**src/rtl/core/fqs_pkg.sv**
```systemverilog
package fqs_pkg;

   localparam int DEPTH   = 16;
   localparam int IDX_W   = (DEPTH > 1) ? $clog2(DEPTH) : 1;
   localparam int CNT_W   = $clog2(DEPTH + 1);
   localparam int TYPE_W  = 3;
   localparam int DATA_W  = 32;
   localparam int STS_W   = 2;
   localparam int POS_W   = 5;

   typedef enum logic [TYPE_W-1:0] {
      REQ_PUSH   = 3'd0,
      REQ_POP    = 3'd1,
      REQ_SEARCH = 3'd2,
      REQ_DUMP   = 3'd3,
      REQ_CLEAR  = 3'd4
   } req_code_type;

   typedef enum logic [STS_W-1:0] {
      STS_OK    = 2'd0,
      STS_EMPTY = 2'd1,
      STS_FULL  = 2'd2
   } status_type;

   typedef enum logic [2:0] {
      EMIT_PLAIN,
      EMIT_POP,
      EMIT_DUMP,
      EMIT_MATCH,
      EMIT_SUM
   } emit_kind_type;

   typedef struct packed {
      logic          load_key;
      logic          push;
      logic          pop;
      logic          clr;
      logic          walk_start;
      logic          walk_step;
      logic          rd_walk;
      logic          emit;
      emit_kind_type kind;
      status_type    sts;
      logic          last;
   } cmd_type;

   typedef struct packed {
      logic empty;
      logic full;
      logic out_free;
      logic hit;
      logic walk_end;
   } stat_type;

endpackage

```
**src/rtl/core/fqs_if.sv**
```systemverilog
interface fqs_req_if;
   logic                                 valid;
   logic                                 ready;
   logic [fqs_pkg::TYPE_W-1:0]           req_type;
   logic signed [fqs_pkg::DATA_W-1:0]    data_value;

   modport source (output valid, output req_type, output data_value, input ready);
   modport sink   (input valid, input req_type, input data_value, output ready);
endinterface

interface fqs_rsp_if;
   logic                                 valid;
   logic                                 ready;
   logic [fqs_pkg::STS_W-1:0]            status;
   logic signed [fqs_pkg::DATA_W-1:0]    item_value;
   logic [fqs_pkg::POS_W-1:0]            match_position;
   logic [fqs_pkg::POS_W-1:0]            earlier_matches;
   logic                                 found;
   logic                                 last;

   modport source (output valid, output status, output item_value, output match_position,
                   output earlier_matches, output found, output last, input ready);
   modport sink   (input valid, input status, input item_value, input match_position,
                   input earlier_matches, input found, input last, output ready);
endinterface

```
**src/rtl/core/fqs_ctrl.sv**
```systemverilog
module fqs_ctrl (
   input  logic                        clock,
   input  logic                        reset,
   input  logic                        req_valid,
   input  logic [fqs_pkg::TYPE_W-1:0]  req_type,
   output logic                        req_ready,
   input  fqs_pkg::stat_type           stat,
   output fqs_pkg::cmd_type            cmd
);

   typedef enum logic [2:0] {
      ST_IDLE,
      ST_POP,
      ST_RD,
      ST_EVAL,
      ST_SUM
   } state_type;

   state_type state_ff, state_in;
   logic      is_search_ff, is_search_in;
   logic      acc;

   assign req_ready = (state_ff == ST_IDLE) && stat.out_free;
   assign acc       = req_valid && req_ready;

   always_comb begin
      cmd          = '0;
      cmd.kind     = fqs_pkg::EMIT_PLAIN;
      cmd.sts      = fqs_pkg::STS_OK;
      state_in     = state_ff;
      is_search_in = is_search_ff;
      cmd.load_key = acc;
      case (state_ff)
         ST_IDLE: begin
            if (acc) begin
               case (req_type)
                  fqs_pkg::REQ_PUSH: begin
                     cmd.emit = 1'b1;
                     cmd.last = 1'b1;
                     if (stat.full) begin
                        cmd.sts = fqs_pkg::STS_FULL;
                     end else begin
                        cmd.push = 1'b1;
                     end
                  end
                  fqs_pkg::REQ_POP: begin
                     if (stat.empty) begin
                        cmd.emit = 1'b1;
                        cmd.last = 1'b1;
                        cmd.sts  = fqs_pkg::STS_EMPTY;
                     end else begin
                        state_in = ST_POP;
                     end
                  end
                  fqs_pkg::REQ_SEARCH, fqs_pkg::REQ_DUMP: begin
                     if (stat.empty) begin
                        cmd.emit = 1'b1;
                        cmd.last = 1'b1;
                        cmd.sts  = fqs_pkg::STS_EMPTY;
                     end else begin
                        cmd.walk_start = 1'b1;
                        is_search_in   = (req_type == fqs_pkg::REQ_SEARCH);
                        state_in       = ST_RD;
                     end
                  end
                  fqs_pkg::REQ_CLEAR: begin
                     cmd.emit = 1'b1;
                     cmd.last = 1'b1;
                     cmd.clr  = 1'b1;
                     cmd.sts  = stat.empty ? fqs_pkg::STS_EMPTY : fqs_pkg::STS_OK;
                  end
                  default: begin
                  end
               endcase
            end
         end
         ST_POP: begin
            if (stat.out_free) begin
               cmd.emit = 1'b1;
               cmd.kind = fqs_pkg::EMIT_POP;
               cmd.last = 1'b1;
               cmd.pop  = 1'b1;
               state_in = ST_IDLE;
            end
         end
         ST_RD: begin
            cmd.rd_walk = 1'b1;
            state_in    = ST_EVAL;
         end
         ST_EVAL: begin
            cmd.rd_walk = 1'b1;
            if (stat.out_free) begin
               cmd.walk_step = 1'b1;
               if (is_search_ff) begin
                  cmd.emit = stat.hit;
                  cmd.kind = fqs_pkg::EMIT_MATCH;
                  state_in = stat.walk_end ? ST_SUM : ST_RD;
               end else begin
                  cmd.emit = 1'b1;
                  cmd.kind = fqs_pkg::EMIT_DUMP;
                  cmd.last = stat.walk_end;
                  state_in = stat.walk_end ? ST_IDLE : ST_RD;
               end
            end
         end
         ST_SUM: begin
            if (stat.out_free) begin
               cmd.emit = 1'b1;
               cmd.kind = fqs_pkg::EMIT_SUM;
               cmd.last = 1'b1;
               state_in = ST_IDLE;
            end
         end
         default: begin
            state_in = ST_IDLE;
         end
      endcase
   end

   always_ff @(posedge clock) begin
      if (reset) begin
         state_ff     <= ST_IDLE;
         is_search_ff <= 1'b0;
      end else begin
         state_ff     <= state_in;
         is_search_ff <= is_search_in;
      end
   end

endmodule

```
**src/rtl/core/fqs_datapath.sv**
```systemverilog
module fqs_datapath (
   input  logic                              clock,
   input  logic                              reset,
   input  logic signed [fqs_pkg::DATA_W-1:0] data_value,
   input  fqs_pkg::cmd_type                  cmd,
   output fqs_pkg::stat_type                 stat,
   input  logic                              rsp_ready,
   output logic                              rsp_valid,
   output logic [fqs_pkg::STS_W-1:0]         rsp_status,
   output logic signed [fqs_pkg::DATA_W-1:0] rsp_item_value,
   output logic [fqs_pkg::POS_W-1:0]         rsp_match_position,
   output logic [fqs_pkg::POS_W-1:0]         rsp_earlier_matches,
   output logic                              rsp_found,
   output logic                              rsp_last
);

   localparam int IW = fqs_pkg::IDX_W;
   localparam int CW = fqs_pkg::CNT_W;
   localparam int DW = fqs_pkg::DATA_W;
   localparam int PW = fqs_pkg::POS_W;

   // ring index: base + offset, wrapped once (the sum stays below twice the depth)
   function automatic logic [IW-1:0] slot_idx(input logic [IW-1:0] base,
                                              input logic [CW-1:0] off);
      logic [CW:0] s;
      s = (CW+1)'(base) + (CW+1)'(off);
      if (s >= (CW+1)'(fqs_pkg::DEPTH)) begin
         s = s - (CW+1)'(fqs_pkg::DEPTH);
      end
      return IW'(s);
   endfunction

   logic signed [DW-1:0] mem [fqs_pkg::DEPTH];
   logic signed [DW-1:0] rd_ff;
   logic signed [DW-1:0] key_ff;
   logic [IW-1:0]        head_ff, head_in;
   logic [CW-1:0]        count_ff, count_in;
   logic [CW-1:0]        ofs_ff, ofs_in;
   logic [CW-1:0]        matches_ff, matches_in;
   logic [IW-1:0]        rd_addr;
   logic                 out_valid_ff;
   logic                 out_free;

   assign out_free = !out_valid_ff || rsp_ready;
   assign rd_addr  = cmd.rd_walk ? slot_idx(head_ff, ofs_ff) : head_ff;

   assign stat.empty    = (count_ff == '0);
   assign stat.full     = (count_ff == CW'(fqs_pkg::DEPTH));
   assign stat.out_free = out_free;
   assign stat.hit      = (rd_ff == key_ff);
   assign stat.walk_end = ((ofs_ff + CW'(1)) == count_ff);

   always_ff @(posedge clock) begin
      if (cmd.push) begin
         mem[slot_idx(head_ff, count_ff)] <= data_value;
      end
      rd_ff <= mem[rd_addr];
      if (cmd.load_key) begin
         key_ff <= data_value;
      end
   end

   always_comb begin
      head_in    = head_ff;
      count_in   = count_ff;
      ofs_in     = ofs_ff;
      matches_in = matches_ff;
      if (cmd.push) begin
         count_in = count_ff + CW'(1);
      end
      if (cmd.pop) begin
         head_in  = slot_idx(head_ff, CW'(1));
         count_in = count_ff - CW'(1);
      end
      if (cmd.clr) begin
         head_in  = '0;
         count_in = '0;
      end
      if (cmd.walk_start) begin
         ofs_in     = '0;
         matches_in = '0;
      end
      if (cmd.walk_step) begin
         ofs_in = ofs_ff + CW'(1);
         if (stat.hit) begin
            matches_in = matches_ff + CW'(1);
         end
      end
   end

   always_ff @(posedge clock) begin
      if (reset) begin
         head_ff      <= '0;
         count_ff     <= '0;
         ofs_ff       <= '0;
         matches_ff   <= '0;
         out_valid_ff <= 1'b0;
      end else begin
         head_ff    <= head_in;
         count_ff   <= count_in;
         ofs_ff     <= ofs_in;
         matches_ff <= matches_in;
         if (cmd.emit) begin
            out_valid_ff <= 1'b1;
         end else if (rsp_ready) begin
            out_valid_ff <= 1'b0;
         end
      end
   end

   // output register payload
   always_ff @(posedge clock) begin
      if (cmd.emit) begin
         rsp_status          <= cmd.sts;
         rsp_last            <= cmd.last;
         rsp_item_value      <= '0;
         rsp_match_position  <= '0;
         rsp_earlier_matches <= '0;
         rsp_found           <= 1'b0;
         case (cmd.kind)
            fqs_pkg::EMIT_POP, fqs_pkg::EMIT_DUMP: begin
               rsp_item_value <= rd_ff;
            end
            fqs_pkg::EMIT_MATCH: begin
               rsp_match_position  <= PW'(ofs_ff + CW'(1));
               rsp_earlier_matches <= PW'(matches_ff);
            end
            fqs_pkg::EMIT_SUM: begin
               rsp_earlier_matches <= PW'(matches_ff);
               rsp_found           <= (matches_ff != '0);
            end
            default: begin
            end
         endcase
      end
   end

   assign rsp_valid = out_valid_ff;

endmodule

```
**src/rtl/core/fifo_queue_with_search_unit.sv**
```systemverilog
// Push and clear: result in the output register in the cycle after acceptance. Unused codes
// are dropped on acceptance and give no result. Pop: registered store read, then result.
// Search and dump: per stored entry a registered read, then compare/emit; search adds a
// summary step; a blocked output register stalls the pop, compare/emit and summary steps.
// Throughput: one push or clear per cycle while results are taken; the store read port sets
// the walk rate. Reset is synchronous, active high: it empties the queue, zeroes the head
// and drops any pending result; store contents are left as they are.
module fifo_queue_with_search_unit (
   input  logic      clock,
   input  logic      reset,
   fqs_req_if.sink   req_ch,
   fqs_rsp_if.source rsp_ch
);

   fqs_pkg::cmd_type  cmd;
   fqs_pkg::stat_type stat;

   // Controller: decodes each request transaction, sequences pop reads and the
   // entry walk used by search and dump, and holds off new transactions while
   // a pop or walk is running or the output register cannot take another result.
   fqs_ctrl u_ctrl (
      .clock     (clock),
      .reset     (reset),
      .req_valid (req_ch.valid),
      .req_type  (req_ch.req_type),
      .req_ready (req_ch.ready),
      .stat      (stat),
      .cmd       (cmd)
   );

   // Datapath: ring store with head and count, walk offset and match counter,
   // search key, and the output register that parts the result side from the
   // request side, so a new transaction can be taken in the cycle the waiting
   // result leaves.
   fqs_datapath u_datapath (
      .clock               (clock),
      .reset               (reset),
      .data_value          (req_ch.data_value),
      .cmd                 (cmd),
      .stat                (stat),
      .rsp_ready           (rsp_ch.ready),
      .rsp_valid           (rsp_ch.valid),
      .rsp_status          (rsp_ch.status),
      .rsp_item_value      (rsp_ch.item_value),
      .rsp_match_position  (rsp_ch.match_position),
      .rsp_earlier_matches (rsp_ch.earlier_matches),
      .rsp_found           (rsp_ch.found),
      .rsp_last            (rsp_ch.last)
   );

endmodule

```
**src/flat_wrapper.sv**
```systemverilog
// flat-port wrapper written by rule: the top's interface ports become plain ports
module fifo_queue_with_search_unit_flat 
  (clock, reset, req_ch_valid, req_ch_req_type, req_ch_data_value, req_ch_ready, rsp_ch_valid, rsp_ch_status, rsp_ch_item_value, rsp_ch_match_position, rsp_ch_earlier_matches, rsp_ch_found, rsp_ch_last, rsp_ch_ready);
  fqs_req_if req_ch_i ();
  fqs_rsp_if rsp_ch_i ();
  input  logic clock;
  input  logic reset;
  input wire logic [$bits(req_ch_i.valid)-1:0] req_ch_valid;
  input wire logic [$bits(req_ch_i.req_type)-1:0] req_ch_req_type;
  input wire logic [$bits(req_ch_i.data_value)-1:0] req_ch_data_value;
  output wire logic [$bits(req_ch_i.ready)-1:0] req_ch_ready;
  output wire logic [$bits(rsp_ch_i.valid)-1:0] rsp_ch_valid;
  output wire logic [$bits(rsp_ch_i.status)-1:0] rsp_ch_status;
  output wire logic [$bits(rsp_ch_i.item_value)-1:0] rsp_ch_item_value;
  output wire logic [$bits(rsp_ch_i.match_position)-1:0] rsp_ch_match_position;
  output wire logic [$bits(rsp_ch_i.earlier_matches)-1:0] rsp_ch_earlier_matches;
  output wire logic [$bits(rsp_ch_i.found)-1:0] rsp_ch_found;
  output wire logic [$bits(rsp_ch_i.last)-1:0] rsp_ch_last;
  input wire logic [$bits(rsp_ch_i.ready)-1:0] rsp_ch_ready;
  assign req_ch_i.valid = req_ch_valid;
  assign req_ch_i.req_type = req_ch_req_type;
  assign req_ch_i.data_value = req_ch_data_value;
  assign req_ch_ready = req_ch_i.ready;
  assign rsp_ch_valid = rsp_ch_i.valid;
  assign rsp_ch_status = rsp_ch_i.status;
  assign rsp_ch_item_value = rsp_ch_i.item_value;
  assign rsp_ch_match_position = rsp_ch_i.match_position;
  assign rsp_ch_earlier_matches = rsp_ch_i.earlier_matches;
  assign rsp_ch_found = rsp_ch_i.found;
  assign rsp_ch_last = rsp_ch_i.last;
  assign rsp_ch_i.ready = rsp_ch_ready;
  fifo_queue_with_search_unit u_core (.clock(clock), .reset(reset), .req_ch(req_ch_i), .rsp_ch(rsp_ch_i));
endmodule
```
**config.mk**
```make
export PLATFORM = sky130hd
export DESIGN_NAME = fifo_queue_with_search_unit_flat
export DESIGN_NICKNAME = d
export VERILOG_FILES = /design/src/rtl/core/fqs_pkg.sv /design/src/rtl/core/fqs_if.sv /design/src/rtl/core/fqs_ctrl.sv /design/src/rtl/core/fqs_datapath.sv /design/src/rtl/core/fifo_queue_with_search_unit.sv /design/src/flat_wrapper.sv
export SDC_FILE = /design/constraint.sdc
export NUM_CORES = 1
export LEC_CHECK = 0
export BUFFER_PORTS_ARGS = -buffer_cell sky130_fd_sc_hd__buf_2
export CORE_ASPECT_RATIO = 0.8
export CORE_MARGIN = 1.5
export CORE_UTILIZATION = 40
export CTS_BUF_LIST = sky130_fd_sc_hd__clkbuf_16
export DETAILED_ROUTE_END_ITERATION = 16
export SYNTH_ARGS = -nofsm -noshare
export SYNTH_HDL_FRONTEND = slang
export SYNTH_SLANG_ARGS = --single-unit
```
**constraint.sdc**
```tcl
create_clock -name clock -period 4.6 [get_ports clock]
set_clock_uncertainty 0.15 [all_clocks]
set_input_delay 0.92 -clock clock [delete_from_list [all_inputs] [get_ports clock]]
set_output_delay 0.92 -clock clock [all_outputs]
set_load 0.005 [all_outputs]
```
**Word-level counts from Yosys, hierarchy flattened**

Memories as Yosys holds them, arrays and structs flattened. A register that Yosys moved wholly into a read port is not among the register bits.
Index checks and enable logic that the tools add are counted.

- Flip-flop bits (word level): 102
- RAM bits: 512
- Input port bits: 39
- Output and inout bits: 48
- Logic and storage cells: 128
- Memories kept: 1

Memories:

| memory | words | bits a word | read ports | clocked after Yosys merged registers in | write ports | line | RTL |
|---|---|---|---|---|---|---|---|
| u_core.u_datapath.mem | 16 | 32 | 1 | 1 | 1 | fqs_datapath.sv:33 | `logic signed [DW-1:0] mem [fqs_pkg::DEPTH];` |

- $add $sub $neg: 10
- $lt $le $gt $ge: 3
- Equality and inequality tests: 21
- Muxes and demuxes: 56
- Bitwise gates (word level): 1
- Reduce and logical (&&, ||, !) cells: 22

Operator list:

| kind | count |
|---|---|
| 4-bit 2-to-1 mux | 9 |
| 5-bit 2-to-1 mux | 7 |
| 32-bit == test | 1 |
| 1-bit 2-to-1 mux | 21 |
| 3-bit 2-to-1 mux | 7 |
| 3-bit by 2-bit == test with 1-bit output (second input constant) | 6 |
| 3-bit one-hot mux with 3 select lines | 2 |
| 5-bit by 1-bit adder with 5-bit output (second input constant) | 3 |
| 2-bit OR reduction | 7 |
| 4-bit by 5-bit adder with 6-bit output | 2 |
| 6-bit by 5-bit >= comparator with 1-bit output (second input constant) | 2 |
| 3-bit one-hot mux with 4 select lines | 1 |
| 4-bit by 1-bit subtractor with 4-bit output (second input constant) | 3 |
| 2-bit 2-to-1 mux | 5 |
| 3-bit by 1-bit == test with 1-bit output (second input constant) | 3 |
| 3-bit == test (second input constant) | 3 |
| 3-bit zero test | 2 |
| 3-bit inequality test (second input constant) | 2 |
| 3-bit one-hot mux with 2 select lines | 1 |
| 6-bit AND reduction | 1 |
| 2-bit nonzero test | 3 |
| 4-bit by 1-bit adder with 5-bit output (second input constant) | 1 |
| 5-bit == test | 1 |
| 5-bit == test (second input constant) | 1 |
| other kinds (17) | 19 |

**Depth between registers and ports, before layout**

Gate-level depths: netlist of the first run.

- Depth after elaboration: 9
- Depth in mapped cells: 10
- Gate-level depth less buffers: 8

**Modules after synthesis**

A second synthesis of the first run with hierarchy kept.

- Cell total of the unflattened synthesis: 1219
- Area total of the unflattened synthesis: 25029.0 sq um

By module, submodules not included:

| module | times used | cells each | area each (sq um) | sequential area each (sq um) |
|---|---|---|---|---|
| fqs_datapath | 1 | 1158 | 24534.8 | 18758.0 |
| fqs_ctrl | 1 | 61 | 494.2 | 80.1 |

**Worst setup path before layout of the first run**

OpenSTA, ideal clock, no wires.

- Path type: in2reg
- From: input rsp_ch_ready
- To: memory u_core.u_datapath.mem[0][0] in the netlist's numbering (enable)
- Setup time: 0.421 ns
- Arrival time: 3.949 ns
- Required time: 4.029 ns
- Path slack: 0.080 ns
- Stages: 7
- Buffers on the path: 2
- Cells stage by stage: nand2b_1 buf_2 and4b_1 buf_2 and3_1 or3b_1 nor2_1

- Cells in the longest elaborated chain, start to end: 7

RTL lines:

| item | line | RTL |
|---|---|---|
| from (decl) | flat_wrapper.sv:19 | `input wire logic [$bits(rsp_ch_i.ready)-1:0] rsp_ch_ready;` |
| 1-bit logical OR | fqs_datapath.sv:44 | `assign out_free = !out_valid_ff \|\| rsp_ready;` |
| 1-bit logical AND | fqs_ctrl.sv:23 | `assign req_ready = (state_ff == ST_IDLE) && stat.out_free;` |
| 1-bit logical AND | fqs_ctrl.sv:24 | `assign acc = req_valid && req_ready;` |
| 1-bit 2-to-1 mux | fqs_ctrl.sv:35 | `if (acc) begin` |
| 1-bit 2-to-1 mux | fqs_ctrl.sv:33 | `case (state_ff)` |
| 1-bit 2-to-1 mux | fqs_datapath.sv:54 | `if (cmd.push) begin` |
| 1-bit 2-to-1 mux (not written as such) | fqs_datapath.sv:55 | `mem[slot_idx(head_ff, count_ff)] <= data_value;` |
| to (decl) | fqs_datapath.sv:33 |  |

Every way passes these cells.

**Worst setup path after layout of the first run**

- From: register u_core.u_ctrl.state_ff[2]
- To: register u_core.u_datapath.rd_ff[20] (read register of u_core.u_datapath.mem)

- Cells in the longest elaborated chain, start to end: 4
- Elaborated cells between the ends (all ways): 5
- Classes of those cells: 2 x eq/ne; 2 x mux; 1 x reduce/logical

RTL lines:

| item | line | RTL |
|---|---|---|
| from (decl) | fqs_ctrl.sv:19 | `state_type state_ff, state_in;` |
| from (signal assigned) | fqs_ctrl.sv:125 | `state_ff <= state_in;` |
| 3-bit by 2-bit == test with 1-bit output | fqs_ctrl.sv:33 |  |
| 2-bit OR reduction (no line) * | n/a |  |
| 1-bit 2-to-1 mux * | fqs_ctrl.sv:33 |  |
| 4-bit 2-to-1 mux * | fqs_datapath.sv:45 | `assign rd_addr = cmd.rd_walk ? slot_idx(head_ff, ofs_ff) : head_ff;` |
| to (decl) | fqs_datapath.sv:34 | `logic signed [DW-1:0] rd_ff;` |

Every way passes the cells marked *; elsewhere a longest branch is shown, timed or not.
A chain may end at the register's enable or synchronous reset.

==> impl_metrics.ini, run 1 <==
[cells_and_area]
antenna_cells = 0
fin_nets = 1413
final_cell_mix = 590 x edfxtp_1, 128 x mux4_2, 100 x mux2i_1, 86 x buf_2, 70 x clkbuf_16
final_common_cell = edfxtp_1
area_growth_pct = 15.5
multi_input_area_sq_mm = 0.00601
fillers = 5090
register_area_sq_mm = 0.0188
drive_gt1_frac = 0.271
fin_util = 0.470
final_cell_count_no_fill = 2242

[timing]
fin_hold_ws_ns = 0.384
tns_ns = 0
hold_violations = 0
min_period_over_period = 0.737
finalSetupViolCount = 0
slew_viol_final = 0
worst_slew_pin_slew_ns = 0.758
period_needed_ns = 3.39
rsz0062_at_grt = false
relSlewSlack = 0.495
max_freq_ghz = 0.295

[placement]
placedCellCount = 2120
dp_hpwl_microns = 32100
portBuffers = 86
gp_congestion = 0.764

[logic_synthesis]
synth_edf_count = 590
synth_cells = 1213
syn_area_sq_mm = 0.0250
ys_seq_area_frac = 0.752
yosysUniqueCellTypes = 53
synth_fp_nets = 1268
avgSynthCellArea_sq_um = 20.6
ys_ff_latch = 646
async_flop_share = 0
synth-main-ff-cell = edfxtp_1
synth_warnings = 0

[floorplanning]
die_area_sq_mm = 0.0641
rows = 81
start_util = 0.407
ios = 87
die_h_microns = 227
dieWidth_microns = 283
core_area_sq_mm = 0.0615

[power_and_ir_drop]
p_leak_nw = 10.2
irDropWorstVdd_uv = 335
cellPowerDensity_mw_per_mm2 = 417
total_power_mw = 12.1

[detailed_routing]
postRouteAntennaNets = 0
vias = 11800
drc = 0
route.final.wire_length_microns = 53300
wl_per_cell_microns = 23.8
dr.pass1.iters = 5
drt_iter0_drc = 1015
drt-vias-per-instance = 5.26

[run]
drv_cap = 0

[setup_path]
crit_start = u_core.u_ctrl.state_ff[2]
endpoint_kind = flop
startpoint_type = flop
crit_fanout = 27
critical_path_required_ns = 4.88
path_class = reg -> reg
rr_startpoint = u_core.u_ctrl.state_ff[2]
cp.arrival_ns = 3.67

[clock_network]
clk_pin_slew_ns = 0.06
ctsResizeCount = 0
clockBufferDepth = 3
ctsRootBufferMaster = clkbuf_16
clk_latency_ns = 0.61
cts-htree-levels = 3
post_cts_buffers = 0
clock-sinks = 646
cts-hold-fix-buffers = 0
cts_buffers = 66
tritoncts = done

[global_route]
grt_pass1_vias = 12200
grt_usage = 0.172
grt_pass1_wl_microns = 80100
overflow = 0
grt_max_degree = 76
antenna_found_initial = 1

[status]
status = completed

[min_path]
worstHoldStart = u_core.u_datapath.rd_ff[25]
hp-class = reg -> reg
per-stage QoR:
stage	setup slack, ns	instance area, sq um
after floorplan	0.0796	25000
after global placement	1.06	26800
after detailed placement	1.03	26800
after CTS	1.14	28900
after global routing	0.910	28900
final	1.21	28900
cell usage after synthesis, types with 2 or more instances:
cell type / n / share of area
fa_1: 3 / 0.0024
a31o_2: 2 / 0.00070
nand3_1: 9 / 0.0018
o21ai_0: 3 / 0.00060
nor3b_1: 2 / 0.00060
nor3_1: 5 / 0.0010
edfxtp_1: 590 / 0.71
mux2_2: 2 / 0.00090
nor2_1: 47 / 0.0070
buf_2: 23 / 0.0046
inv_1: 7 / 0.0010
a21o_1: 3 / 0.00090
ha_1: 13 / 0.0065
nor4b_1: 2 / 0.00070
o31ai_1: 3 / 0.00090
nor2b_1: 3 / 0.00075
and4b_1: 2 / 0.00080
nor4_2: 2 / 0.0010
mux4_2: 128 / 0.12
buf_4: 2 / 0.00060
buf_6: 14 / 0.0063
nand3b_1: 3 / 0.00090
a211oi_1: 2 / 0.00060
xor2_1: 10 / 0.0035
nand4b_1: 4 / 0.0014
mux2i_1: 101 / 0.040
xnor2_1: 42 / 0.015
nor4_1: 3 / 0.00075
a31oi_1: 3 / 0.00075
nand2_1: 15 / 0.0022
o211ai_1: 2 / 0.00060
nand2b_1: 5 / 0.0012
nand4_1: 11 / 0.0027
a21oi_1: 14 / 0.0028
or3_1: 3 / 0.00075
and3_1: 6 / 0.0015
dfxtp_1: 56 / 0.045
and2_1: 37 / 0.0092
clkbuf_1: 15 / 0.0022
a311o_1: 3 / 0.0012
worst paths after layout:
kind	end	slack [ns]	cells past startpoint
max	u_core.u_datapath.rd_ff[20]	1.21	7
min	u_core.u_datapath.rsp_item_value[25]	0.38	1
max reg2reg	u_core.u_datapath.rd_ff[20]	1.21	7
min reg2reg	u_core.u_datapath.rsp_item_value[25]	0.38	1
where the power goes:
| group | internal (mW) | switching [mW] | leakage, nW |
|---|---|---|---|
| combinational | 0.124 | 0.225 | 3.23 |
| sequential | 6.48 | 0.0330 | 5.83 |
| clock | 3.00 | 2.22 | 1.11 |
area by class of cell:
cell class | instances | share of cell area
timing repair buffer | 131 | 0.0305
inverter | 7 | 0.000909
tap | 830 | 0.0359
multi-input combinational | 506 | 0.208
sequential | 646 | 0.651
clock inverter | 52 | 0.0131
clock buffer | 70 | 0.0606
cell families (layout without fill, tap and decap cells):
group	count (synthesis)	after routing	share of synthesized area
compound gates	41	41	0.0110
xor+xnor	54	54	0.0200
fa+ha+maj	16	16	0.00889
buf+inv	61	260	0.0148
flops	646	646	0.752
mux	232	232	0.157
simple gates	163	163	0.0361
layer usage:
metal | GRT usage | part of all wire
met2 | 0.257 | 0.45
met5 | 0 | 0
met4 | 0.0502 | 0.023
met3 | 0.0383 | 0.051
met1 | 0.254 | 0.47
worst max-delay path, stage by stage, from the launching register on:
cell and delay, ns:
dfxtp_1 0.57, nand2b_1 0.49, mux2i_4 0.63, buf_12 0.24, buf_12 0.25, mux4_2 0.57, mux2i_1 0.18, mux2i_1 0.10
sequential cells by signal (all words and copies together), names as in the netlist, 2 cells and up:
signal / count
u_core.u_datapath.key_ff: 32
u_core.u_datapath.mem: 512
u_core.u_datapath.rd_ff: 32
u_core.u_ctrl.state_ff: 3
u_core.u_datapath.rsp_status: 2
u_core.u_datapath.rsp_match_position: 5
u_core.u_datapath.head_ff: 4
u_core.u_datapath.matches_ff: 5
u_core.u_datapath.rsp_earlier_matches: 5
u_core.u_datapath.ofs_ff: 5
u_core.u_datapath.rsp_item_value: 32
u_core.u_datapath.count_ff: 5
(Power assumes the default switching activity.)
==> run 2, diff against run 1 <==
==> constraint.sdc (replaced) <==
create_clock -name clock -period 3.1 [get_ports clock]
set_clock_uncertainty 0.15 [all_clocks]
set_input_delay 0.62 -clock clock [delete_from_list [all_inputs] [get_ports clock]]
set_output_delay 0.62 -clock clock [all_outputs]
set_load 0.005 [all_outputs]
==> run 2 against run 1 <==
Register-to-register slack worse by 0.84 ns. Worst hold slack got worse by 0.27 ns. Clock power up 53%. Design area grew 2.5%. Via count rose by 1.3%. Die area unchanged. Largest cell class unchanged.
==> impl_metrics.ini, run 2 (synthesis results as in run 1) <==
[status]
status = completed

[setup_path]
rr_startpoint = u_core.u_ctrl.state_ff[1]
cpMostUsedCell = mux2i_1
reg2regPathDepth = 7
r2r_slack_ns = 0.37
path_class = reg -> reg
cp.depth = 7
cp.arrival_ns = 3.04
critical_path.top_delay_family = multiplexers
critical_path_required_ns = 3.42
path_cells = nand2b_1, mux2i_4, buf_12, buf_4, mux4_2, mux2i_1, mux2i_1
reg2reg_to = u_core.u_datapath.rd_ff[12]
crit_fanout = 13
worst-path-buf-inv = 2
critPathSlowestCell = dfxtp_1
endpoint_kind = flop
startpoint_type = flop
crit_start = u_core.u_ctrl.state_ff[1]
cpPeakStageDelay_ns = 0.54
endpoint = u_core.u_datapath.rd_ff[12]

[floorplanning]
ios = 87
die_h_microns = 227
start_util = 0.407
rows = 81
dieWidth_microns = 283
die_area_sq_mm = 0.0641
core_area_sq_mm = 0.0615

[power_and_ir_drop]
irDropWorstVdd_uv = 497
cellPowerDensity_mw_per_mm2 = 613
p_leak_nw = 10.5
total_power_mw = 18.2

[timing]
hold_violations = 0
relSlewSlack = 0.556
period_needed_ns = 2.73
slew_viol_final = 0
tns_ns = 0
min_period_over_period = 0.879
setup_ws_ns = 0.374
fin_hold_ws_ns = 0.109
finalSetupViolCount = 0
rsz0062_at_grt = false
worst_slew_pin_slew_ns = 0.663
max_freq_ghz = 0.367

[placement]
gp_congestion = 0.765
dp_hpwl_microns = 33400
portBuffers = 86
pre_cts_ws_ns = 0.288
placedCellCount = 2162
place_area_sq_mm = 0.0275

[clock_network]
post_cts_buffers = 0
clock-sinks = 646
cts-hold-fix-buffers = 0
cts-htree-levels = 3
tritoncts = done
clk_pin_slew_ns = 0.06
ctsResizeCount = 0
ctsRootBufferMaster = clkbuf_16
clk_latency_ns = 0.61
clockBufferDepth = 3
cts_buffers = 66

[global_route]
grt_pass1_vias = 12100
antenna_found_initial = 1
grt_pass1_wl_microns = 80900
grt_usage = 0.177
grt_max_degree = 33
overflow = 0

[cells_and_area]
fin_area_sq_mm = 0.0297
fillers = 5053
final_common_cell = edfxtp_1
fin_nets = 1455
largest_reg_flops = 512
drive_gt1_frac = 0.294
final_cell_mix = 590 x edfxtp_1, 128 x mux4_2, 100 x mux2i_1, 86 x buf_2, 69 x clkbuf_16
antenna_cells = 0
register_area_sq_mm = 0.0188
multi_input_area_sq_mm = 0.00601
area_growth_pct = 18.4
fin_util = 0.482
largest-register = u_core.u_datapath.mem
final_cell_count_no_fill = 2281

[detailed_routing]
drc = 0
wl_per_cell_microns = 24.2
drt-vias-per-instance = 5.24
route.final.wire_length_microns = 55300
drt_iter0_drc = 1183
postRouteAntennaNets = 0
dr.pass1.iters = 5
vias = 12000

[min_path]
hp-class = in -> reg

[run]
drv_cap = 0
run 2: cell count changes in the layout (fill, tap and decap cells not counted), moves of 2 or more:
cell / before / now
buf_12: 9 / 38
inv_1: 27 / 17
bufinv_16: 4 / 7
clkinv_1: 9 / 15
buf_4: 36 / 49
clkinv_4: 0 / 2
clkinv_2: 9 / 7
run 2: routing by layer:
metal / global-route usage / wire, microns / vias up / part of all wire
met5: 0 / 0 / - / 0
met4: 0.0411 / 937 / 0 / 0.017
met3: 0.0362 / 2760 / 73 / 0.050
met2: 0.262 / 25000 / 311 / 0.45
met1: 0.270 / 26600 / 6273 / 0.48
li1: - / - / 5293 / -
run 2: worst min path at each step:
stage,start,endpoint,slack (ns),depth (start not counted)
after global routing,req_ch_req_type[0],u_core.u_ctrl.is_search_ff,0.09,2
final,req_ch_req_type[0],u_core.u_ctrl.is_search_ff,0.11,2
after floorplan,u_core.u_datapath.ofs_ff[4],u_core.u_datapath.ofs_ff[4],0.34,2
after detailed placement,u_core.u_datapath.rd_ff[30],u_core.u_datapath.rsp_item_value[30],0.39,1
after CTS,req_ch_req_type[0],u_core.u_ctrl.is_search_ff,0.07,2
after global placement,u_core.u_datapath.ofs_ff[4],u_core.u_datapath.ofs_ff[4],0.35,2
run 2: area by class of cell:
class	count	share of cell area
Tap cell	830	0.0350
Clock buffer	69	0.0582
Timing Repair Buffer	173	0.0526
Inverter	7	0.000886
Sequential cell	646	0.635
Multi-Input combinational cell	506	0.203
Clock inverter	50	0.0155
run 2: report_power, final:
group          total (mW)  internal [mW]  switching (mW)
clock                7.97           4.65            3.32
sequential           9.65           9.61          0.0413
combinational       0.553          0.207           0.346
